$ cat src/fbal_ram.sv
// Simple dual-port synchronous RAM, one write and one registered read port.
// No dependencies.
module fbal_ram #(
  parameter int unsigned WIDTH = 8,
  parameter int unsigned DEPTH = 64
) (
  input  logic                     clk_i,
  input  logic                     we_i,
  input  logic [$clog2(DEPTH)-1:0] waddr_i,
  input  logic [WIDTH-1:0]         wdata_i,
  input  logic                     re_i,
  input  logic [$clog2(DEPTH)-1:0] raddr_i,
  output logic [WIDTH-1:0]         rdata_o
);

  logic [WIDTH-1:0] mem [DEPTH];

  always_ff @(posedge clk_i) begin
    if (we_i) begin
      mem[waddr_i] <= wdata_i;
    end
  end

  always_ff @(posedge clk_i) begin
    if (re_i) begin
      rdata_o <= mem[raddr_i];
    end
  end

endmodule

$ cat config.mk
export PLATFORM = sky130hd
export DESIGN_NAME = fbal_ram
export DESIGN_NICKNAME = d
export VERILOG_FILES = /design/src/fbal_ram.sv
export SDC_FILE = /design/constraint.sdc
export NUM_CORES = 1
export LEC_CHECK = 0
export ABC_AREA = 0
export BUFFER_PORTS_ARGS = -buffer_cell sky130_fd_sc_hd__buf_2
export CORE_MARGIN = 1
export CORE_UTILIZATION = 56
export DETAILED_ROUTE_END_ITERATION = 10
export PLACE_DENSITY = 0.77
export SYNTH_ARGS = -nofsm -noshare
export SYNTH_HDL_FRONTEND = slang
export SYNTH_SLANG_ARGS = --single-unit
$ cat constraint.sdc
create_clock -name clk_i -period 2.15 [get_ports clk_i]
set_input_delay 0.215 -clock clk_i [delete_from_list [all_inputs] [get_ports clk_i]]
set_output_delay 0.215 -clock clk_i [all_outputs]
set_load 0.01 [all_outputs]
# Word-level counts from Yosys, hierarchy flattened
# Memories as Yosys holds them, arrays and structs flattened. A register that Yosys moved wholly into a read port is not among the register bits.
# Cells that the tools add are included.
[classes]
mux = 2
reduce_logical = 0
shifts = 0
add_sub_neg = 0
n_eq_ne = 0
n_div = 0
multipliers = 0
n_lt_le_gt_ge = 0
n_bitwise = 0
[ops]
columns = ["operator", "n"]
rows = [
  ["1-bit 2-to-1 mux", 2],
]
[word_totals]
mem_bits_rw = 512
word_cells = 3
romBits = 0
reg_bits = 0
out_inout_bits = 8
input_bits = 23
latch_bits = 0
mem_count = 1
[mem_list]
columns = ["memory", "depth", "width", "rd", "rd_clocked_by_memory_dff", "wr", "line", "text"]
rows = [
  ["mem", 64, 8, 1, 1, 1, "16", "logic [WIDTH-1:0] mem [DEPTH];"],
]

# Depth between registers and ports, before layout
[logic_depth]
word_depth = 2
depth_mapped = 9
ltp_nobuf = 5

# Least setup slack after synthesis
# OpenSTA, ideal clock, no wires.
[synth_timing]
path_type = "input -> register"
from = "input raddr_i[1]"
to = "register rdata_o[3] (read register of mem) (data pin)"
arrival_time_ps = 1755
path_buffers = 3
path_slack_ps = 129
required_time_ps = 1884
setup_ps = 266
stages = 7
path_cell_list = "buf_4 buf_2 buf_2 mux4_2 mux4_2 o21ai_1 o41ai_1"
[synth_rtl]
columns = ["element", "line", "text"]
rows = [
  ["start, declared", "12", "input logic [$clog2(DEPTH)-1:0] raddr_i,"],
  ["end, declared", "13", "output logic [WIDTH-1:0] rdata_o"],
]

==> impl_results.md <==
* Pwr/cell area at roughly 890 nW/µm²
* Logic depth of the worst register-to-register path at 5
* Vias per Instance at roughly 6.4
* Area fraction of the dominant cell type after synthesis at 0.771
* Num ports at 31
* Minimum clock period at about 2100 ps
* Sequential share of power at 0.535
* Run status: completed
* Share of the clock period used by the worst path after layout at 0.984
* Number of global-route vias before repair at around 11,000
* Max-Slew Margin vs Limit at 0.489
* Total clock buffers created by CTS at 49
* Share of total power in the clock network at 0.410
* Ys async rst share at 0
* Area added between synthesis and finish at 16.6%
* Mean routed wirelength per cell at around 28 µm
* Cells taking the most area after synthesis: edfxtp_1 77%, mux4_2 14%, nor2_1 1.5%, mux2i_1 1.1%, mux2_2 0.72%
* Estimated wirelength of the detail-placed design at slightly below 30 mm
* Combinational power share at 0.055
* Total standard cell area after synthesis at ~20,000 µm²
* Post-Layout Cell Count at roughly 1,600
* Worst min path class: input port to flop
* Total Die Area at approximately 37,000 µm²
* Crit path kind: flop to flop
* Hold_buf cts at 0
* Count of input and output buffers at 30
* Proportion of total power due to net switching at 0.204
* Fraction of final layout cells sized beyond drive strength 1 at 0.341
* Pre-CTS setup slack at -308 ps
* Number of DRC violations after detailed-routing iteration 0 at approximately 1,400
* Wire length of the first global-routing pass at 68.1 mm
* Number of distinct library cells after synthesis at 39
* Clock root buffer: clkbuf_16
* Initial antenna violation count at 2
* Synth area leader: edfxtp_1
* Largest fanout on the critical path at 1
* Via count at roughly 10,000
* Post-Syn Instances at 940
* Crit end category: flop
* CTS tree: built
* Minimum setup slack in the final design at between 30 and 40 ps
* Reported net switching power at 0.00429 W
* Cell internal power dissipation at roughly 0.017 W
* Worst vdd ir at 0.000597 V
* Fmax at ~470 MHz
* H-tree depth reported by CTS at 2
* Sink Count at 520
* Number of iterations in the first detailed-routing pass at 7
* Post-route ant nets at 0
* Die height at approximately 190 µm
* Max-cap violations at 0
* Global-route usage over all layers at 0.259
* Final net count at approximately 1,100
* Cell Count Post-Placement at 1,532
* Hold Path Cell Cnt at 1
* Final Hold Viols at 0
* Ys flop type: edfxtp_1
* Clk slew on worst S/H paths at 60 ps
* Setup skew after layout at about 17 ps
* TNS Setup at 0 ps
* Die Width at 192 µm
* Sequential cell area fraction in the yosys report at 0.771
* Initial cell density of the core at 0.569
* Clock Tree Buf Depth at 3
* CP startpoint kind: flop
* Drt total wl at roughly 46 mm
* Max Slew Vio Count at 0
* # setup viols final at 0
* Setup repair after global routing missed its margin: false
* Number of synthesized register bits at 520
* Post-Syn Nets at 963
* Transition time of the tightest slew-check pin at between 700 and 800 ps
* Overflow left after global routing at 0
* Count of yosys warnings during synthesis at 0
* Last weighted congestion value of the routability-driven placer at about 0.87
* Floorplan core area at 35,600 µm²
* Critical path required time at 2450 ps
* DRC violation count after routing at 0
* Arr. time, crit path at roughly 2400 ps
* Static Leak at between 7 and 8 nW
* Avg Inst Size Synth at between 20 and 25 µm²
* Total number of placement rows at 69
* Number of flops mapped to enable cells by yosys at 520
* Overall Power at about 0.021 W
* Largest net degree at the start of global routing at 65
* Source-to-sink clock delay at the later pin of the worst-skew pair at approximately 550 ps
## synthesized netlist by cell type (8+ instances only)
cell      number
buf_2         11
buf_4         13
clkbuf_1      17
edfxtp_1     520
mux2_2        13
mux2i_1       23
mux4_2       126
nand2_1       19
nand3_1       13
nor2_1        83
nor2b_1       14
o221ai_1       8
o22ai_1        8
## metrics by stage
| step | area, µm² | hold WS [ps] | utilization |
|---|---|---|---|
| after floorplan | 20200 | 314 | - |
| after global placement | 22000 | 586 | 0.618 |
| after detailed placement | 22000 | 594 | 0.618 |
| after CTS | 23600 | 17.2 | 0.663 |
| after global routing | 23600 | 20.1 | 0.664 |
| final | 23600 | 39.1 | 0.664 |
## area by class of cell
| class | instances | area, µm² |
|---|---|---|
| Antenna cell | 1 | 2.50 |
| Tap cell | 461 | 577 |
| Clock buffer | 61 | 1310 |
| Multi-Input combinational cell | 369 | 4330 |
| Sequential cell | 520 | 15600 |
| Clock inverter | 28 | 292 |
| Fill cell | 2207 | 12000 |
| Timing Repair Buffer | 182 | 1480 |
## cell families after synthesis
family | Yosys count | share of synthesized area
DFF | 520 | 0.771
muxes | 162 | 0.159
and+or+nand+nor | 153 | 0.0337
AOI/OAI and AO/OA | 54 | 0.0206
buffers and inverters | 51 | 0.0156
## routing by layer
metal / GRT usage / vias to the layer above / part of all wire
li1: - / 4293 / -
met1: 0.366 / 5360 / 0.38
met2: 0.418 / 651 / 0.49
met3: 0.0373 / 119 / 0.094
met4: 0.0924 / 2 / 0.035
met5: 0 / - / 0.00028
## worst paths after layout
check / from / to / slack, ps
hold reg to reg: mem[27][6] / rdata_o[6] / 910
setup / recovery: mem[3][5] / rdata_o[5] / 30
hold / removal: re_i / rdata_o[6] / 40
setup reg to reg: mem[3][5] / rdata_o[5] / 30
## cells in the final DEF (no fill, tap or decap), types with 3 or more instances in the layout
| cell type | Yosys | layout |
|---|---|---|
| a22oi_1 | 3 | 3 |
| buf_4 | 13 | 140 |
| nand3b_1 | 3 | 3 |
| edfxtp_1 | 520 | 520 |
| nor2_1 | 83 | 83 |
| a21oi_1 | 3 | 3 |
| mux2i_1 | 23 | 23 |
| nor3_1 | 7 | 5 |
| o22ai_1 | 8 | 8 |
| o2bb2ai_1 | 3 | 3 |
| buf_2 | 11 | 27 |
| bufinv_16 | 0 | 6 |
| nand3_1 | 13 | 13 |
| nand2_1 | 19 | 19 |
| clkbuf_16 | 0 | 51 |
| o2111ai_1 | 3 | 3 |
| a211oi_1 | 4 | 4 |
| a221oi_1 | 6 | 6 |
| clkinv_1 | 0 | 9 |
| clkbuf_1 | 17 | 10 |
| o221ai_1 | 8 | 8 |
| nand2b_1 | 7 | 7 |
| mux2_2 | 13 | 13 |
| buf_12 | 2 | 14 |
| nor2b_1 | 14 | 14 |
| clkinv_2 | 0 | 9 |
| mux4_2 | 126 | 126 |
## flip-flops by register name, indices dropped and copies added (netlist names)
signal,count
mem,512
rdata_o,8
## critical path, stage by stage (launching register included)
cell,delay [ps]
edfxtp_1,360
mux4_2,460
nor2b_1,150
a2111oi_1,600
buf_4,210
o41ai_1,70
## timing repair
item                                    4_1_cts  5_1_grt
endpoints found under the setup margin        0        3
gates resized for setup                       0        3
buffers inserted                              0        0
endpoints found under the hold margin         0        0
## power by group through the flow
stage,combinational [W],sequential [W],clock [W]
floorplan,0.000598,0.0115,0
global placement,0.00112,0.0115,0
detailed placement,0.00114,0.0115,0
CTS,0.00116,0.0113,0.00873
global route,0.00122,0.0113,0.00910
finish,0.00116,0.0113,0.00864
(Power assumes the default switching activity.)
