## src/fbal_pkg.sv

```systemverilog
// Shared types and constants for the first-fit block allocator.
// Holds the request/response payloads, status and kind codes and the sequencer states.
// No dependencies.
package fbal_pkg;

  localparam int unsigned KIND_W = 1;
  localparam int unsigned BLK_W  = 11;
  localparam int unsigned IDX_W  = 10;
  localparam int unsigned ST_W   = 2;
  localparam int unsigned THR_W  = 11;
  localparam logic [THR_W-1:0] THR_RESET = 11'd1;
  // Heap size in blocks; the index and length fields above are sized for it.
  localparam int unsigned HEAP_BLOCKS = 1024;

  typedef enum logic [KIND_W-1:0] {
    KIND_ALLOC = 1'b0,
    KIND_FREE  = 1'b1
  } kind_e;

  typedef enum logic [ST_W-1:0] {
    ST_OK      = 2'd0,
    ST_NOFIT   = 2'd1,
    ST_BADADDR = 2'd2,
    ST_FULL    = 2'd3
  } status_e;

  typedef enum logic [3:0] {
    S_CLEAR,
    S_IDLE,
    S_A_SCAN,
    S_F_LOOK,
    S_F_SCAN,
    S_F_DEC,
    S_SHUP,
    S_SHDN,
    S_DONE
  } state_e;

  typedef struct packed {
    logic [KIND_W-1:0] kind;
    logic [BLK_W-1:0]  request_blocks;
    logic [IDX_W-1:0]  release_index;
  } req_t;

  typedef struct packed {
    logic [ST_W-1:0]  status;
    logic [IDX_W-1:0] granted_index;
    logic [BLK_W-1:0] granted_blocks;
  } rsp_t;

endpackage

```

## src/fbal_if.sv

```systemverilog
// Handshake channels of the allocator: request, response and configuration write.
// Depends on fbal_pkg for the payload types.
interface fbal_req_if
  import fbal_pkg::*;
();
  logic valid;
  logic ready;
  req_t data;
  modport source(output valid, output data, input ready);
  modport sink(input valid, input data, output ready);
endinterface

interface fbal_rsp_if
  import fbal_pkg::*;
();
  logic valid;
  logic ready;
  rsp_t data;
  modport source(output valid, output data, input ready);
  modport sink(input valid, input data, output ready);
endinterface


```

## src/fbal_ctrl.sv

```systemverilog
// Request sequencer: scans, splits, inserts and merges entries of the segment table.
// Depends on fbal_pkg, the request and response interfaces and the two RAMs instantiated by the top.
module fbal_ctrl
  import fbal_pkg::*;
#(
  parameter int unsigned MAX_SEGMENTS = 64
) (
  input  logic                                       clk_i,
  input  logic                                       rst_ni,
  fbal_req_if.sink                                   req_i,
  fbal_rsp_if.source                                 rsp_o,
  input  logic [THR_W-1:0]                           thr_i,
  output logic                                       seg_we_o,
  output logic [$clog2(MAX_SEGMENTS)-1:0]            seg_waddr_o,
  output logic [$clog2(HEAP_BLOCKS)+$clog2(HEAP_BLOCKS+1)-1:0] seg_wdata_o,
  output logic                                       seg_re_o,
  output logic [$clog2(MAX_SEGMENTS)-1:0]            seg_raddr_o,
  input  logic [$clog2(HEAP_BLOCKS)+$clog2(HEAP_BLOCKS+1)-1:0] seg_rdata_i,
  output logic                                       held_we_o,
  output logic [$clog2(HEAP_BLOCKS)-1:0]             held_waddr_o,
  output logic [$clog2(HEAP_BLOCKS+1):0]             held_wdata_o,
  output logic                                       held_re_o,
  output logic [$clog2(HEAP_BLOCKS)-1:0]             held_raddr_o,
  input  logic [$clog2(HEAP_BLOCKS+1):0]             held_rdata_i
);

  localparam int unsigned AW  = $clog2(HEAP_BLOCKS);
  localparam int unsigned LW  = $clog2(HEAP_BLOCKS + 1);
  localparam int unsigned SAW = $clog2(MAX_SEGMENTS);
  localparam int unsigned CW  = $clog2(MAX_SEGMENTS + 1);

  state_e state_q, state_d;
  logic [AW-1:0]    clr_q, clr_d;
  logic [CW-1:0]    ptr_q, ptr_d, didx_q, didx_d, pos_q, pos_d, cnt_q, cnt_d;
  logic             dv_q, dv_d;
  logic [BLK_W-1:0] want_q, want_d;
  logic [IDX_W-1:0] idx_q, idx_d;
  logic [LW-1:0]    len_q, len_d;
  logic [AW-1:0]    prev_s_q, prev_s_d, nxt_s_q, nxt_s_d;
  logic [LW-1:0]    prev_l_q, prev_l_d, nxt_l_q, nxt_l_d;
  logic             prev_ok_q, prev_ok_d, nxt_ok_q, nxt_ok_d;
  rsp_t             res_q, res_d, out_q, out_d;
  logic             out_valid_q, out_valid_d;

  logic [AW-1:0] seg_rs;
  logic [LW-1:0] seg_rl, a_diff, a_given;
  logic a_fit, a_whole, f_stop, ptr_lt, f_jn, f_jp, full, in_heap, out_free;

  assign seg_rs   = seg_rdata_i[AW+LW-1:LW];
  assign seg_rl   = seg_rdata_i[LW-1:0];
  assign a_fit    = 32'(seg_rl) >= 32'(want_q);
  assign a_diff   = seg_rl - LW'(want_q);
  assign a_whole  = 32'(a_diff) <= 32'(thr_i);
  assign a_given  = a_whole ? seg_rl : LW'(want_q);
  assign f_stop   = 32'(seg_rs) >= 32'(idx_q);
  assign ptr_lt   = ptr_q < cnt_q;
  assign f_jn     = nxt_ok_q && (32'(idx_q) + 32'(len_q) == 32'(nxt_s_q));
  assign f_jp     = prev_ok_q && (32'(prev_s_q) + 32'(prev_l_q) == 32'(idx_q));
  assign full     = cnt_q >= CW'(MAX_SEGMENTS);
  assign in_heap  = 32'(req_i.data.release_index) < HEAP_BLOCKS;
  assign out_free = !out_valid_q || rsp_o.ready;

  assign req_i.ready = (state_q == S_IDLE);
  assign rsp_o.valid = out_valid_q;
  assign rsp_o.data  = out_q;

  // Next state.
  always_comb begin
    state_d = state_q;
    case (state_q)
      S_CLEAR: begin
        if (clr_q == AW'(HEAP_BLOCKS - 1)) state_d = S_IDLE;
      end
      S_IDLE: begin
        if (req_i.valid) begin
          if (req_i.data.kind == KIND_ALLOC) begin
            state_d = (req_i.data.request_blocks == '0) ? S_DONE : S_A_SCAN;
          end else begin
            state_d = in_heap ? S_F_LOOK : S_DONE;
          end
        end
      end
      S_A_SCAN: begin
        if (dv_q && a_fit) begin
          state_d = a_whole ? S_SHDN : S_DONE;
        end else if (!ptr_lt) begin
          state_d = S_DONE;
        end
      end
      S_F_LOOK: begin
        state_d = held_rdata_i[LW] ? S_F_SCAN : S_DONE;
      end
      S_F_SCAN: begin
        if ((dv_q && f_stop) || !ptr_lt) state_d = S_F_DEC;
      end
      S_F_DEC: begin
        if (f_jn && f_jp)           state_d = S_SHDN;
        else if (f_jn || f_jp || full) state_d = S_DONE;
        else                        state_d = S_SHUP;
      end
      S_SHUP: begin
        if (!(ptr_q > pos_q) && !dv_q) state_d = S_DONE;
      end
      S_SHDN: begin
        if (!ptr_lt && !dv_q) state_d = S_DONE;
      end
      S_DONE: begin
        if (out_free) state_d = S_IDLE;
      end
      default: state_d = S_IDLE;
    endcase
  end

  // Datapath and memory requests.
  always_comb begin
    clr_d = clr_q;  ptr_d = ptr_q;  didx_d = didx_q;  pos_d = pos_q;  cnt_d = cnt_q;
    dv_d = 1'b0;  want_d = want_q;  idx_d = idx_q;  len_d = len_q;
    prev_s_d = prev_s_q;  prev_l_d = prev_l_q;  prev_ok_d = prev_ok_q;
    nxt_s_d = nxt_s_q;  nxt_l_d = nxt_l_q;  nxt_ok_d = nxt_ok_q;
    res_d = res_q;  out_d = out_q;
    out_valid_d = out_valid_q && !rsp_o.ready;
    seg_we_o = 1'b0;  seg_waddr_o = '0;  seg_wdata_o = '0;
    seg_re_o = 1'b0;  seg_raddr_o = '0;
    held_we_o = 1'b0;  held_waddr_o = '0;  held_wdata_o = '0;
    held_re_o = 1'b0;  held_raddr_o = '0;
    case (state_q)
      S_CLEAR: begin
        held_we_o    = 1'b1;
        held_waddr_o = clr_q;
        if (clr_q == '0) begin
          seg_we_o    = 1'b1;
          seg_wdata_o = {AW'(0), LW'(HEAP_BLOCKS)};
        end
        clr_d = clr_q + AW'(1);
      end
      S_IDLE: begin
        if (req_i.valid) begin
          want_d    = req_i.data.request_blocks;
          idx_d     = req_i.data.release_index;
          ptr_d     = '0;
          prev_ok_d = 1'b0;
          nxt_ok_d  = 1'b0;
          res_d.granted_index  = '0;
          res_d.granted_blocks = '0;
          res_d.status = (req_i.data.kind == KIND_ALLOC) ? ST_NOFIT : ST_BADADDR;
          held_re_o    = 1'b1;
          held_raddr_o = AW'(req_i.data.release_index);
        end
      end
      S_A_SCAN: begin
        if (ptr_lt && !(dv_q && a_fit)) begin
          seg_re_o    = 1'b1;
          seg_raddr_o = SAW'(ptr_q);
          ptr_d       = ptr_q + CW'(1);
          didx_d      = ptr_q;
          dv_d        = 1'b1;
        end
        if (dv_q && a_fit) begin
          held_we_o    = 1'b1;
          held_waddr_o = seg_rs;
          held_wdata_o = {1'b1, a_given};
          res_d.status         = ST_OK;
          res_d.granted_index  = IDX_W'(seg_rs);
          res_d.granted_blocks = BLK_W'(a_given);
          if (a_whole) begin
            // Whole segment goes away: close the gap behind it.
            ptr_d = didx_q + CW'(1);
          end else begin
            seg_we_o    = 1'b1;
            seg_waddr_o = SAW'(didx_q);
            seg_wdata_o = {seg_rs + AW'(want_q), a_diff};
          end
        end
      end
      S_F_LOOK: begin
        len_d = held_rdata_i[LW-1:0];
        ptr_d = '0;
      end
      S_F_SCAN: begin
        if (ptr_lt && !(dv_q && f_stop)) begin
          seg_re_o    = 1'b1;
          seg_raddr_o = SAW'(ptr_q);
          ptr_d       = ptr_q + CW'(1);
          didx_d      = ptr_q;
          dv_d        = 1'b1;
        end
        if (dv_q) begin
          if (f_stop) begin
            pos_d    = didx_q;
            nxt_s_d  = seg_rs;
            nxt_l_d  = seg_rl;
            nxt_ok_d = 1'b1;
          end else begin
            prev_s_d  = seg_rs;
            prev_l_d  = seg_rl;
            prev_ok_d = 1'b1;
          end
        end
        if (!ptr_lt && !(dv_q && f_stop)) pos_d = cnt_q;
      end
      S_F_DEC: begin
        if (f_jn || f_jp) begin
          held_we_o    = 1'b1;
          held_waddr_o = AW'(idx_q);
          res_d.status         = ST_OK;
          res_d.granted_blocks = BLK_W'(len_q);
          seg_we_o = 1'b1;
          if (f_jn && f_jp) begin
            seg_waddr_o = SAW'(pos_q - CW'(1));
            seg_wdata_o = {prev_s_q, prev_l_q + len_q + nxt_l_q};
            ptr_d       = pos_q + CW'(1);
          end else if (f_jn) begin
            seg_waddr_o = SAW'(pos_q);
            seg_wdata_o = {AW'(idx_q), len_q + nxt_l_q};
          end else begin
            seg_waddr_o = SAW'(pos_q - CW'(1));
            seg_wdata_o = {prev_s_q, prev_l_q + len_q};
          end
        end else if (full) begin
          res_d.status = ST_FULL;
        end else begin
          ptr_d = cnt_q;
        end
      end
      S_SHUP: begin
        if (ptr_q > pos_q) begin
          seg_re_o    = 1'b1;
          seg_raddr_o = SAW'(ptr_q - CW'(1));
          didx_d      = ptr_q;
          ptr_d       = ptr_q - CW'(1);
          dv_d        = 1'b1;
        end
        if (dv_q) begin
          seg_we_o    = 1'b1;
          seg_waddr_o = SAW'(didx_q);
          seg_wdata_o = seg_rdata_i;
        end else if (!(ptr_q > pos_q)) begin
          seg_we_o     = 1'b1;
          seg_waddr_o  = SAW'(pos_q);
          seg_wdata_o  = {AW'(idx_q), len_q};
          cnt_d        = cnt_q + CW'(1);
          held_we_o    = 1'b1;
          held_waddr_o = AW'(idx_q);
          res_d.status         = ST_OK;
          res_d.granted_blocks = BLK_W'(len_q);
        end
      end
      S_SHDN: begin
        if (ptr_lt) begin
          seg_re_o    = 1'b1;
          seg_raddr_o = SAW'(ptr_q);
          didx_d      = ptr_q;
          ptr_d       = ptr_q + CW'(1);
          dv_d        = 1'b1;
        end
        if (dv_q) begin
          seg_we_o    = 1'b1;
          seg_waddr_o = SAW'(didx_q - CW'(1));
          seg_wdata_o = seg_rdata_i;
        end else if (!ptr_lt) begin
          cnt_d = cnt_q - CW'(1);
        end
      end
      S_DONE: begin
        if (out_free) begin
          out_d       = res_q;
          out_valid_d = 1'b1;
        end
      end
      default: ;
    endcase
  end

  always_ff @(posedge clk_i or negedge rst_ni) begin
    if (!rst_ni) begin
      state_q     <= S_CLEAR;
      clr_q       <= '0;
      cnt_q       <= CW'(1);
      dv_q        <= 1'b0;
      out_valid_q <= 1'b0;
    end else begin
      state_q     <= state_d;
      clr_q       <= clr_d;
      cnt_q       <= cnt_d;
      dv_q        <= dv_d;
      out_valid_q <= out_valid_d;
    end
  end

  always_ff @(posedge clk_i) begin
    ptr_q <= ptr_d;  didx_q <= didx_d;  pos_q <= pos_d;
    want_q <= want_d;  idx_q <= idx_d;  len_q <= len_d;
    prev_s_q <= prev_s_d;  prev_l_q <= prev_l_d;  prev_ok_q <= prev_ok_d;
    nxt_s_q <= nxt_s_d;  nxt_l_q <= nxt_l_d;  nxt_ok_q <= nxt_ok_d;
    res_q <= res_d;  out_q <= out_d;
  end

  // The free-segment count never exceeds MAX_SEGMENTS; it reaches zero when the whole heap is handed out.
  a_cnt_bound: assert property (@(posedge clk_i) disable iff (!rst_ni)
    cnt_q <= CW'(MAX_SEGMENTS))
    else $error("segment count out of range");

  a_cnt_step: assert property (@(posedge clk_i) disable iff (!rst_ni)
    (cnt_q != $past(cnt_q)) |-> (cnt_q == $past(cnt_q) + CW'(1) ||
                                  cnt_q + CW'(1) == $past(cnt_q)))
    else $error("segment count moved by more than one");

  a_no_req_clear: assert property (@(posedge clk_i) disable iff (!rst_ni)
    (state_q == S_CLEAR) |-> !req_i.ready)
    else $error("request taken during clearing pass");

  a_grant_size: assert property (@(posedge clk_i) disable iff (!rst_ni)
    (state_q == S_A_SCAN && dv_q && a_fit) |->
      32'(a_given) >= 32'(want_q) && want_q != '0)
    else $error("grant smaller than request");

  a_seg_port: assert property (@(posedge clk_i) disable iff (!rst_ni)
    (seg_we_o && seg_re_o) |-> seg_waddr_o != seg_raddr_o)
    else $error("segment table read and write hit the same entry");

endmodule

```

## src/flat_wrapper.sv

```systemverilog
// flat-port wrapper written by rule: the top's interface ports become plain ports
module fbal_ctrl_flat import fbal_pkg::*;
#(
  parameter int unsigned MAX_SEGMENTS = 64
)
  (clk_i, rst_ni, thr_i, seg_we_o, seg_waddr_o, seg_wdata_o, seg_re_o, seg_raddr_o, seg_rdata_i, held_we_o, held_waddr_o, held_wdata_o, held_re_o, held_raddr_o, held_rdata_i, req_i_valid, req_i_data, req_i_ready, rsp_o_valid, rsp_o_data, rsp_o_ready);
  fbal_req_if req_i_i ();
  fbal_rsp_if rsp_o_i ();
  input  logic clk_i;
  input  logic rst_ni;
  input  logic [THR_W-1:0] thr_i;
  output logic seg_we_o;
  output logic [$clog2(MAX_SEGMENTS)-1:0] seg_waddr_o;
  output logic [$clog2(HEAP_BLOCKS)+$clog2(HEAP_BLOCKS+1)-1:0] seg_wdata_o;
  output logic seg_re_o;
  output logic [$clog2(MAX_SEGMENTS)-1:0] seg_raddr_o;
  input  logic [$clog2(HEAP_BLOCKS)+$clog2(HEAP_BLOCKS+1)-1:0] seg_rdata_i;
  output logic held_we_o;
  output logic [$clog2(HEAP_BLOCKS)-1:0] held_waddr_o;
  output logic [$clog2(HEAP_BLOCKS+1):0] held_wdata_o;
  output logic held_re_o;
  output logic [$clog2(HEAP_BLOCKS)-1:0] held_raddr_o;
  input  logic [$clog2(HEAP_BLOCKS+1):0] held_rdata_i;
  input wire logic [$bits(req_i_i.valid)-1:0] req_i_valid;
  input wire logic [$bits(req_i_i.data)-1:0] req_i_data;
  output wire logic [$bits(req_i_i.ready)-1:0] req_i_ready;
  output wire logic [$bits(rsp_o_i.valid)-1:0] rsp_o_valid;
  output wire logic [$bits(rsp_o_i.data)-1:0] rsp_o_data;
  input wire logic [$bits(rsp_o_i.ready)-1:0] rsp_o_ready;
  assign req_i_i.valid = req_i_valid;
  assign req_i_i.data = req_i_data;
  assign req_i_ready = req_i_i.ready;
  assign rsp_o_valid = rsp_o_i.valid;
  assign rsp_o_data = rsp_o_i.data;
  assign rsp_o_i.ready = rsp_o_ready;
  fbal_ctrl #(.MAX_SEGMENTS(MAX_SEGMENTS)) u_core (.clk_i(clk_i), .rst_ni(rst_ni), .req_i(req_i_i), .rsp_o(rsp_o_i), .thr_i(thr_i), .seg_we_o(seg_we_o), .seg_waddr_o(seg_waddr_o), .seg_wdata_o(seg_wdata_o), .seg_re_o(seg_re_o), .seg_raddr_o(seg_raddr_o), .seg_rdata_i(seg_rdata_i), .held_we_o(held_we_o), .held_waddr_o(held_waddr_o), .held_wdata_o(held_wdata_o), .held_re_o(held_re_o), .held_raddr_o(held_raddr_o), .held_rdata_i(held_rdata_i));
endmodule
```

## config.mk

```make
export PLATFORM = sky130hd
export DESIGN_NAME = fbal_ctrl_flat
export DESIGN_NICKNAME = d
export VERILOG_FILES = /design/src/fbal_pkg.sv /design/src/fbal_if.sv /design/src/fbal_ctrl.sv /design/src/flat_wrapper.sv
export SDC_FILE = /design/constraint.sdc
export NUM_CORES = 1
export LEC_CHECK = 0
export ABC_CLOCK_PERIOD_IN_PS = 9300
export BUFFER_PORTS_ARGS = -buffer_cell sky130_fd_sc_hd__buf_4
export CAP_MARGIN = 20
export CELL_PAD_IN_SITES_DETAIL_PLACEMENT = 0
export CELL_PAD_IN_SITES_GLOBAL_PLACEMENT = 2
export CORE_ASPECT_RATIO = 1.5
export CORE_UTILIZATION = 40
export CTS_CLUSTER_SIZE = 12
export DETAILED_ROUTE_END_ITERATION = 10
export PLACE_DENSITY = 0.88
export SKIP_LAST_GASP = 1
export SLEW_MARGIN = 20
export SYNTH_ARGS = -nofsm -noshare
export SYNTH_HDL_FRONTEND = slang
export SYNTH_SLANG_ARGS = --single-unit
```

## constraint.sdc

```tcl
create_clock -name clk_i -period 9.3 [get_ports clk_i]
set_input_delay 0 -clock clk_i [delete_from_list [all_inputs] [get_ports clk_i]]
set_output_delay 0 -clock clk_i [all_outputs]
set_load 0.02 [all_outputs]
```

# ---- Yosys cells after proc, flatten, opt, wreduce, memory -nomap -nowiden
# Cells that the tools add are included.
dict set report word_totals {
  inputBits 70
  out_inout_bits 94
  register_bits 166
}
dict set report op_classes {
  n_mux 113
  n_reduce_logical 47
  n_bitwise 1
  eq_ne 34
  n_lt_le_gt_ge 6
  add_sub_neg 16
}
# cell count
set op_table {}
lappend op_table {{$mux 21} 8}
lappend op_table {{$mux 7} 21}
lappend op_table {{$pmux 21 s5} 1}
lappend op_table {{$mux 6} 12}
lappend op_table {{$eq 32x10->1} 2}
lappend op_table {{$mux 10} 6}
lappend op_table {{$mux 4} 14}
lappend op_table {{$mux 11} 5}
lappend op_table {{$pmux 7 s7} 1}
lappend op_table {{$pmux 6 s4} 2}
lappend op_table {{$mux 23} 2}
lappend op_table {{$pmux 11 s4} 1}
lappend op_table {{$pmux 10 s4} 1}
lappend op_table {{$pmux 4 s9} 1}
lappend op_table {{$add 11x11->11} 3}
lappend op_table {{$add 7x1->7 const B} 4}
lappend op_table {{$pmux 7 s4} 1}
lappend op_table {{$ne 2x1->1 const B} 13}
lappend op_table {{$add 10x11->12} 2}
lappend op_table {{$mux 12} 2}
lappend op_table {{$mux 1} 22}
lappend op_table {{$pmux 10 s2} 1}
lappend op_table {{$eq 4x3->1 const B} 4}
lappend op_table {{$pmux 7 s2} 1}
lappend op_table {{39 further kinds} 87}

# ---- Longest topological paths before layout
# Gate-level depths: netlist of the first run.
dict set report depth {
  depth_word 8
  mapped_depth 21
  ltp_nobuf 19
}

# ---- Worst setup path before layout of the first run
# OpenSTA, ideal clock, no wires.
dict set report synth_path {
  kind {reg-to-output}
  from {register u_core.want_q[0]}
  to {output port seg_wdata_o[6]}
  slack_ps 5129
  arrival_ps 4171
  stages_incl_launch_ff 20
  n_path_buf 2
  required_time_ps 9300
  cell_sequence {edfxtp_1 > ha_1 > fa_1 > nor2b_1 > o21ai_0 > nand2b_1 > a311oi_1 > or4_1 > o211ai_1 > ha_1 > o211ai_1 > a211o_1 > a21oi_1 > and2_1 > clkbuf_1 > clkbuf_1 > a22oi_1 > nand2_1 > a21oi_1 > o21ai_0}
}
dict set report synth_between {
  elab_chain_cells 5
}
# item line_no
set synth_rtl {}
lappend synth_rtl {{start: declaration} fbal_ctrl.sv:36} ;# logic [BLK_W-1:0] want_q, want_d;
lappend synth_rtl {{start signal: assignment} fbal_ctrl.sv:292} ;# want_q <= want_d; idx_q <= idx_d; len_q <= len_d;
lappend synth_rtl {{$sub 11x11->11} fbal_ctrl.sv:52} ;# assign a_diff = seg_rl - LW'(want_q);
lappend synth_rtl {{$le 11x11->1} fbal_ctrl.sv:53} ;# assign a_whole = 32'(a_diff) <= 32'(thr_i);
lappend synth_rtl {{$mux 21} fbal_ctrl.sv:165} ;# if (a_whole) begin
lappend synth_rtl {{$mux 21 *} fbal_ctrl.sv:158} ;# if (dv_q && a_fit) begin
lappend synth_rtl {{$pmux 21 s5 *} fbal_ctrl.sv:126} ;# case (state_q)
lappend synth_rtl {{end: declaration} flat_wrapper.sv:14} ;# output logic [$clog2(HEAP_BLOCKS)+$clog2(HEAP_BLOCKS+1)-1:0] seg_wdata_o;
# Mark *: on every way between the ends. The rest lies on a longest branch, timed or not.

# ---- Worst setup path in the final report of the first run
dict set report layout_path {
  from {register u_core.want_q[1]}
  to {output port seg_waddr_o[2]}
}
dict set report layout_between {
  elab_chain_cells 5
}
# item line_no
set layout_rtl {}
lappend layout_rtl {{$sub 11x11->11} fbal_ctrl.sv:52}
lappend layout_rtl {{$le 11x11->1} fbal_ctrl.sv:53}
lappend layout_rtl {{$mux 6} fbal_ctrl.sv:165}
lappend layout_rtl {{$mux 6 *} fbal_ctrl.sv:158}
lappend layout_rtl {{$pmux 6 s4 *} fbal_ctrl.sv:126}
lappend layout_rtl {{end: declaration} flat_wrapper.sv:13} ;# output logic [$clog2(MAX_SEGMENTS)-1:0] seg_waddr_o;
# Marks and branches as above.

==> flow_summary_export.csv, run 1 <==
group,metric,value,unit
final_layout,fraction_of_layout_cells_with_a_size_suffix_above_1,0.164,
routing,ant_nets,0,
critical_path,r2r_cells,17,
sta,worst_pin_slew,1.07,ns
synthesis,most_common_cell_in_the_netlist,"sky130_fd_sc_hd__edfxtp_1",
synthesis,post_synth_num_cell_types,86,
final_layout,post_layout_net_count,1723,
routing,wl_met2,24600,µm
final_layout,antennaDiodeCount,0,
synthesis,mappedNetlistNets,1511,
outcome,status,"completed",
final_layout,finish.cell_count_without_fillers,1945,
critical_path,worst_reg2reg_setup_slack,4.81,ns
grt,track_usage,0.295,
critical_path,worst-setup-path-type,"reg -> out",
clocking,cts_root_buffer,"sky130_fd_sc_hd__clkbuf_16",
clocking,postCtsResizedCells,0,
synthesis,dominantRegCellSynth,"sky130_fd_sc_hd__edfxtp_1",
synthesis,postSynthAreaPerCell,9.65,µm²
place,dp_hpwl,36300,µm
clocking,clock_transition_at_the_register_clock_pins_on_the_worst_setup_and_hold_paths_after_cts,0.08,ns
worst_hold_path,hold_path_class,"in -> async",
sta,clock_skew,0.00951,ns
power,sw_frac_of_total,0.253,
run,cap_violations,0,
routing,wl_met1,17900,µm
critical_path,worst_setup_path_end_kind,"output pin",
critical_path,timing.critical_path.cells,"inv_1, ha_1, nor2b_1, o31a_1, o41a_1, nor2_1, o21ai_0, xnor2_1, ha_1, o211ai_1, a211o_1, a21oi_2, buf_4, and2_1, o21ai_0, o31ai_1, a311oi_1, o21ai_1, buf_4",
sta,timing.final.hold_violations,0,
floorplan,core_area,31100,µm²
power,share_clk_of_total_power,0.437,
final_layout,final.fill_count,2898,
power,p_total,1.67,mW
routing,drt-pass1-iter-count,7,
synthesis,yosys-top-cells-area,"sky130_fd_sc_hd__edfxtp_1 (34%), sky130_fd_sc_hd__ha_1 (12%), sky130_fd_sc_hd__xnor2_1 (4.7%)",
routing,detail_route.vias_per_cell,5.91,
synthesis,synth.largest_area_cell,"sky130_fd_sc_hd__edfxtp_1",
clocking,clk_path_buf_depth,2,
sta,finalSetupTns,0,ns
critical_path,timing.critical_path.fanout_max,18,
critical_path,r2r-end,"u_core.ptr_q[4]",
critical_path,critical_path_required,9.30,ns
floorplan,number_of_top_level_pins,164,
synthesis,yosysWarningCount,0,
place,place.detailed.instances,1855,
grt,initial_antenna_violation_count,0,
synthesis,async_flop_share,0.139,
power,internal_power,1.25,mW
sta,slew_headroom,0.289,
synthesis,ys_top_cells_by_count,"sky130_fd_sc_hd__edfxtp_1 (143), sky130_fd_sc_hd__ha_1 (118), sky130_fd_sc_hd__nor2_1 (106), sky130_fd_sc_hd__nand2_1 (105), sky130_fd_sc_hd__inv_1 (73)",
clocking,tritoncts.num_buffers,17,
place,place_congestion,0.953,
power,power-per-cell-area,108,nW/µm²
grt,largest_net_degree_at_the_start_of_global_routing,36,
synthesis,yosysTopAreaCellShare,0.338,
routing,dr.first_iter.drc_count,895,
synthesis,post_synth_instance_area,12700,µm²
sta,rsz_0062_raised_after_global_routing,"no",
routing,met3RoutedLength,2610,µm
power,power_frac_comb,0.084,
sta,layout_worst_path_cycle_share,0.559,
synthesis,synthesis.instances,1315,
power,vdd_drop_max,0.117,mV
critical_path,crit_path_top_delay_cell,"sky130_fd_sc_hd__and2_1",
clocking,post_cts_buffers,0,
grt,first_pass_grt_wire_length,69800,µm
place,dpl-instance-area,14400,µm²
final_layout,final_core_utilization,0.500,
final_layout,area_growth_syn_to_layout,22.6,%
clocking,clock_latency_on_the_worst_skew_pair,0.46,ns
sta,setup-violations-final,0,
power,share_seq_of_total_power,0.480,
sta,maxSlewViolCount,0,
sta,fmaxAchievable,192,MHz
critical_path,timing.critical_path.arrival,5.20,ns
power,power.net_switching,424,µW
routing,routed.top_layer,"met4",
routing,totalWireLength,47400,µm
grt,grt_overflow,0,
routing,avgRoutedWirePerCell,24.4,µm
final_layout,design_area,15600,µm²
floorplan,initial_standard_cell_utilization_of_the_core,0.408,
critical_path,start_kind,"flip-flop",
routing,route.vias.total,11500,
clocking,htree_num_levels,4,
clocking,clock_sinks,166,
floorplan,die_height,220,µm
synthesis,number_of_synthesized_flops_with_an_enable_pin,143,
critical_path,cp_slowest_stage_delay,0.73,ns
floorplan,floorplan.die_area,32500,µm²
synthesis,seq_area_frac_synth,0.384,
floorplan,num_rows,79,
routing,detail_route.drc_violations,0,
floorplan,floorplan.die.width,147,µm
synthesis,ys_ff_latch,166,
place,place.port_buffers,163,
sta,final_period_minus_worst_setup_slack,5.20,ns
critical_path,worst_r2r_startpoint,"u_core.want_q[1]",
grt,via_count_of_the_first_global_routing_pass,11400,
power,total_leakage_power,6.51,nW
clocking,tritoncts,"built",
## layout by cell type, fill, tap and decap left out, types with 21 or more instances in the layout
cell                            synthesis  layout
sky130_fd_sc_hd__a21o_1                25      25
sky130_fd_sc_hd__a21oi_1               70      69
sky130_fd_sc_hd__a22oi_1               22      22
sky130_fd_sc_hd__and3_1                26      26
sky130_fd_sc_hd__buf_4                  1     177
sky130_fd_sc_hd__dfrtp_1               22      22
sky130_fd_sc_hd__dlygate4sd3_1          0      57
sky130_fd_sc_hd__edfxtp_1             143     143
sky130_fd_sc_hd__ha_1                 118     118
sky130_fd_sc_hd__inv_1                 73      73
sky130_fd_sc_hd__nand2_1              105     105
sky130_fd_sc_hd__nand3_1               39      39
sky130_fd_sc_hd__nor2_1               106     103
sky130_fd_sc_hd__nor3_1                33      32
sky130_fd_sc_hd__o21ai_0               72      72
sky130_fd_sc_hd__o21ai_1               21      21
sky130_fd_sc_hd__xnor2_1               68      68
sky130_fd_sc_hd__xor2_1                39      39
## sequential cells by signal, summed over array words and instances, names as in the netlist, 11 cells and up
register,cells
u_core.len_q,11
u_core.rsp_o.data,23
u_core.nxt_l_q,11
u_core.want_q,11
u_core.prev_l_q,11
u_core.res_q,23
## power groups by stage
stage / registers [mW] / clock network [mW] / logic (mW)
floorplan: 0.819 / 0 / 0.0552
global placement: 0.819 / 0 / 0.117
detailed placement: 0.819 / 0 / 0.117
CTS: 0.803 / 0.739 / 0.139
global route: 0.802 / 0.764 / 0.151
finish: 0.803 / 0.731 / 0.140
## critical path: cells and delay by family (launching register included)
family          cells  cell delay [ns]
simple gates        3             1.06
fa+ha+maj           2             0.62
buf+inv             3             0.56
xor+xnor            1             0.20
flops               1             0.47
compound gates     10             1.83
## metal layers
metal	vias to the layer above	track usage
met2	466	0.538
li1	5349	-
met5	-	0
met1	5570	0.333
met3	117	0.0400
met4	0	0.154
## stage by stage
stage,hold slack (ns),worst slack (ns)
floorplan,-0.296,5.13
global placement,-0.0734,4.73
detailed placement,-0.0736,4.66
CTS,0.0434,4.14
global route,0.0533,3.76
finish,0.0468,4.10
## final cells by class
| class | instances | area, µm² | share of cell area |
|---|---|---|---|
| clock buffers | 17 | 425 | 0.0273 |
| clock inverters | 15 | 164 | 0.0105 |
| inverters | 74 | 278 | 0.0178 |
| multi-input cells | 1033 | 7400 | 0.475 |
| flip-flops and latches | 166 | 4870 | 0.313 |
| well taps | 405 | 507 | 0.0326 |
| repair buffers | 235 | 1920 | 0.123 |
## logic make-up after synthesis
| kind of cell | Yosys count | synth area share |
|---|---|---|
| mux | 26 | 0.0212 |
| fa+ha+maj | 126 | 0.129 |
| flops | 166 | 0.384 |
| simple gates | 422 | 0.170 |
| buf+inv | 116 | 0.0355 |
| compound gates | 352 | 0.186 |
| xor+xnor | 107 | 0.0738 |
## how the worst max path moves through the flow
stage          depth (start not counted)        endpoint             start
5_1_grt                               19  seg_waddr_o[2]  u_core.want_q[1]
6_report                              19  seg_waddr_o[2]  u_core.want_q[1]
4_1_cts                               19  seg_waddr_o[2]  u_core.want_q[1]
3_3_place_gp                          19  seg_waddr_o[2]  u_core.want_q[0]
3_5_place_dp                          19  seg_waddr_o[2]  u_core.want_q[1]
2_1_floorplan                         19  seg_wdata_o[6]  u_core.want_q[0]
## repair_timing
action                     in CTS  in global routing
setup endpoints to repair       0                  0
hold endpoints to repair      111                  0
hold buffers                   58                  0
(Power assumes the default switching activity.)
==> run 2, diff against run 1 <==
Settings changed: ABC_CLOCK_PERIOD_IN_PS 9300 to 5500, CORE_UTILIZATION 40 to 37, PLACE_DENSITY 0.88 to 0.83.
Clock period 9.3 ns to 5.5 ns, I/O delays scaled along.
==> flow_summary_export.csv, run 2 (synthesis results as in run 1) <==
group,metric,value,unit
outcome,status,"completed",
sta,clock_skew,0.0120,ns
final_layout,fraction_of_layout_cells_with_a_size_suffix_above_1,0.165,
routing,drt-pass1-iter-count,7,
sta,final_period_minus_worst_setup_slack,5.15,ns
place,place.detailed.instances,1874,
critical_path,worst_r2r_startpoint,"u_core.want_q[1]",
place,pre_cts_ws,0.885,ns
clocking,post_cts_buffers,0,
sta,finalSetupTns,0,ns
place,dp_hpwl,37400,µm
final_layout,layout.cells.most_common_list,"sky130_fd_sc_hd__buf_4 (181), sky130_fd_sc_hd__edfxtp_1 (143), sky130_fd_sc_hd__ha_1 (118)",
floorplan,core_area,33500,µm²
critical_path,r2r-end,"u_core.ptr_q[4]",
clocking,htree_num_levels,4,
clocking,clock_sinks,166,
sta,rsz_0062_raised_after_global_routing,"no",
grt,largest_net_degree_at_the_start_of_global_routing,36,
sta,final.setup.worst_slack,0.349,ns
critical_path,worst-setup-path-type,"reg -> out",
place,place_congestion,0.918,
power,total_leakage_power,6.54,nW
run,cap_violations,0,
sta,setup-violations-final,0,
sta,slew_headroom,0.344,
routing,detail_route.vias_per_cell,5.92,
sta,fmaxAchievable,194,MHz
critical_path,worst_setup_path_end_kind,"output pin",
final_layout,post_layout_net_count,1727,
clocking,clock_latency_on_the_worst_skew_pair,0.46,ns
final_layout,finish.cell_count_without_fillers,1964,
clocking,clk_path_buf_depth,2,
grt,grt_overflow,0,
grt,initial_antenna_violation_count,0,
critical_path,cp_slowest_stage_delay,0.72,ns
place,place.port_buffers,163,
worst_hold_path,hold_path_class,"in -> async",
sta,worst_pin_slew,0.984,ns
grt,track_usage,0.281,
routing,totalWireLength,48800,µm
floorplan,die_height,229,µm
sta,layout_worst_path_cycle_share,0.937,
critical_path,timing.critical_path.cells,"ha_1, fa_1, nor2b_1, o21ai_0, nand2b_1, a311oi_1, or4_1, o211ai_1, ha_1, o211ai_1, a211o_1, a21oi_2, and2_1, a22o_1, a21oi_1, o21ai_1, buf_4",
critical_path,worst_reg2reg_setup_slack,1.03,ns
critical_path,r2r_cells,16,
floorplan,initial_standard_cell_utilization_of_the_core,0.378,
power,power-per-cell-area,181,nW/µm²
clocking,clock_transition_at_the_register_clock_pins_on_the_worst_setup_and_hold_paths_after_cts,0.07,ns
sta,timing.final.hold_violations,0,
floorplan,num_rows,82,
clocking,cts_root_buffer,"sky130_fd_sc_hd__clkbuf_16",
routing,avgRoutedWirePerCell,24.9,µm
final_layout,antennaDiodeCount,0,
critical_path,critical_path_required,5.50,ns
power,vdd_drop_max,0.170,mV
critical_path,start_kind,"flip-flop",
critical_path,timing.critical_path.fanout_max,16,
routing,ant_nets,0,
grt,first_pass_grt_wire_length,72200,µm
clocking,tritoncts,"built",
routing,detail_route.drc_violations,0,
sta,maxSlewViolCount,0,
floorplan,floorplan.die.width,153,µm
final_layout,area_growth_syn_to_layout,22.7,%
routing,route.vias.total,11600,
critical_path,timing.critical_path.arrival,5.15,ns
final_layout,most_frequent_standard_cell_in_the_layout_excluding_fill_and_tap_cells,"sky130_fd_sc_hd__buf_4",
clocking,tritoncts.num_buffers,17,
grt,via_count_of_the_first_global_routing_pass,11400,
floorplan,floorplan.die_area,35100,µm²
routing,dr.first_iter.drc_count,867,
floorplan,number_of_top_level_pins,164,
clocking,hold_buffers,58,
clocking,postCtsResizedCells,0,
critical_path,crit_path_top_delay_cell,"sky130_fd_sc_hd__and2_1",
-- run 2: how the worst max path moves through the flow --
stage | cells after the start | endpoint | from | slack, ns
floorplan | 19 | seg_wdata_o[6] | u_core.want_q[0] | 1.33
global placement | 17 | seg_wdata_o[5] | u_core.want_q[0] | 1.01
detailed placement | 17 | seg_wdata_o[5] | u_core.want_q[0] | 0.89
CTS | 17 | seg_wdata_o[5] | u_core.want_q[0] | 0.37
global route | 18 | seg_waddr_o[2] | u_core.want_q[0] | 0.15
finish | 17 | seg_wdata_o[5] | u_core.want_q[0] | 0.35
-- run 2: area by class of cell --
class | count | area, µm²
Sequential cell | 166 | 4870
Clock inverter | 8 | 56.3
Inverter | 74 | 278
Timing Repair Buffer | 239 | 1930
Fill cell | 3173 | 18000
Clock buffer | 24 | 518
Multi-Input combinational cell | 1033 | 7390
Tap cell | 420 | 526
-- run 2: layer usage --
layer  GRT usage  vias to the layer above  wire [µm]  share of wire
li1            -                     5356          -              -
met1       0.310                     5664      18000           0.37
met5           0                        -          0              0
met2       0.508                      477      25200           0.52
met3      0.0385                      135       2590          0.053
met4       0.168                        0       3060          0.063
-- run 2: critical path, delay by kind of cell (launching register included) --
family          cells  cell delay (ns)
compound gates      9             1.59
simple gates        4             1.53
fa+ha+maj           3             0.92
flops               1             0.44
buf+inv             1             0.22
-- run 2: through the flow --
stage               hold slack (ns)  total power, mW  cell area, µm²   util
global placement            -0.0874             1.58           14400  0.430
finish                       0.0548             2.81           15600  0.464
floorplan                    -0.296             1.48           12700      -
detailed placement          -0.0826             1.58           14400  0.430
CTS                          0.0311             2.83           15600  0.464
global route                 0.0488             2.89           15600  0.464
-- run 2: power by group --
group / total (mW) / switching, mW / internal [mW] / leakage, nW
clock network: 1.22 / 0.554 / 0.666 / 0.290
logic: 0.237 / 0.126 / 0.111 / 4.74
registers: 1.36 / 0.0000000000000000174 / 1.36 / 1.52
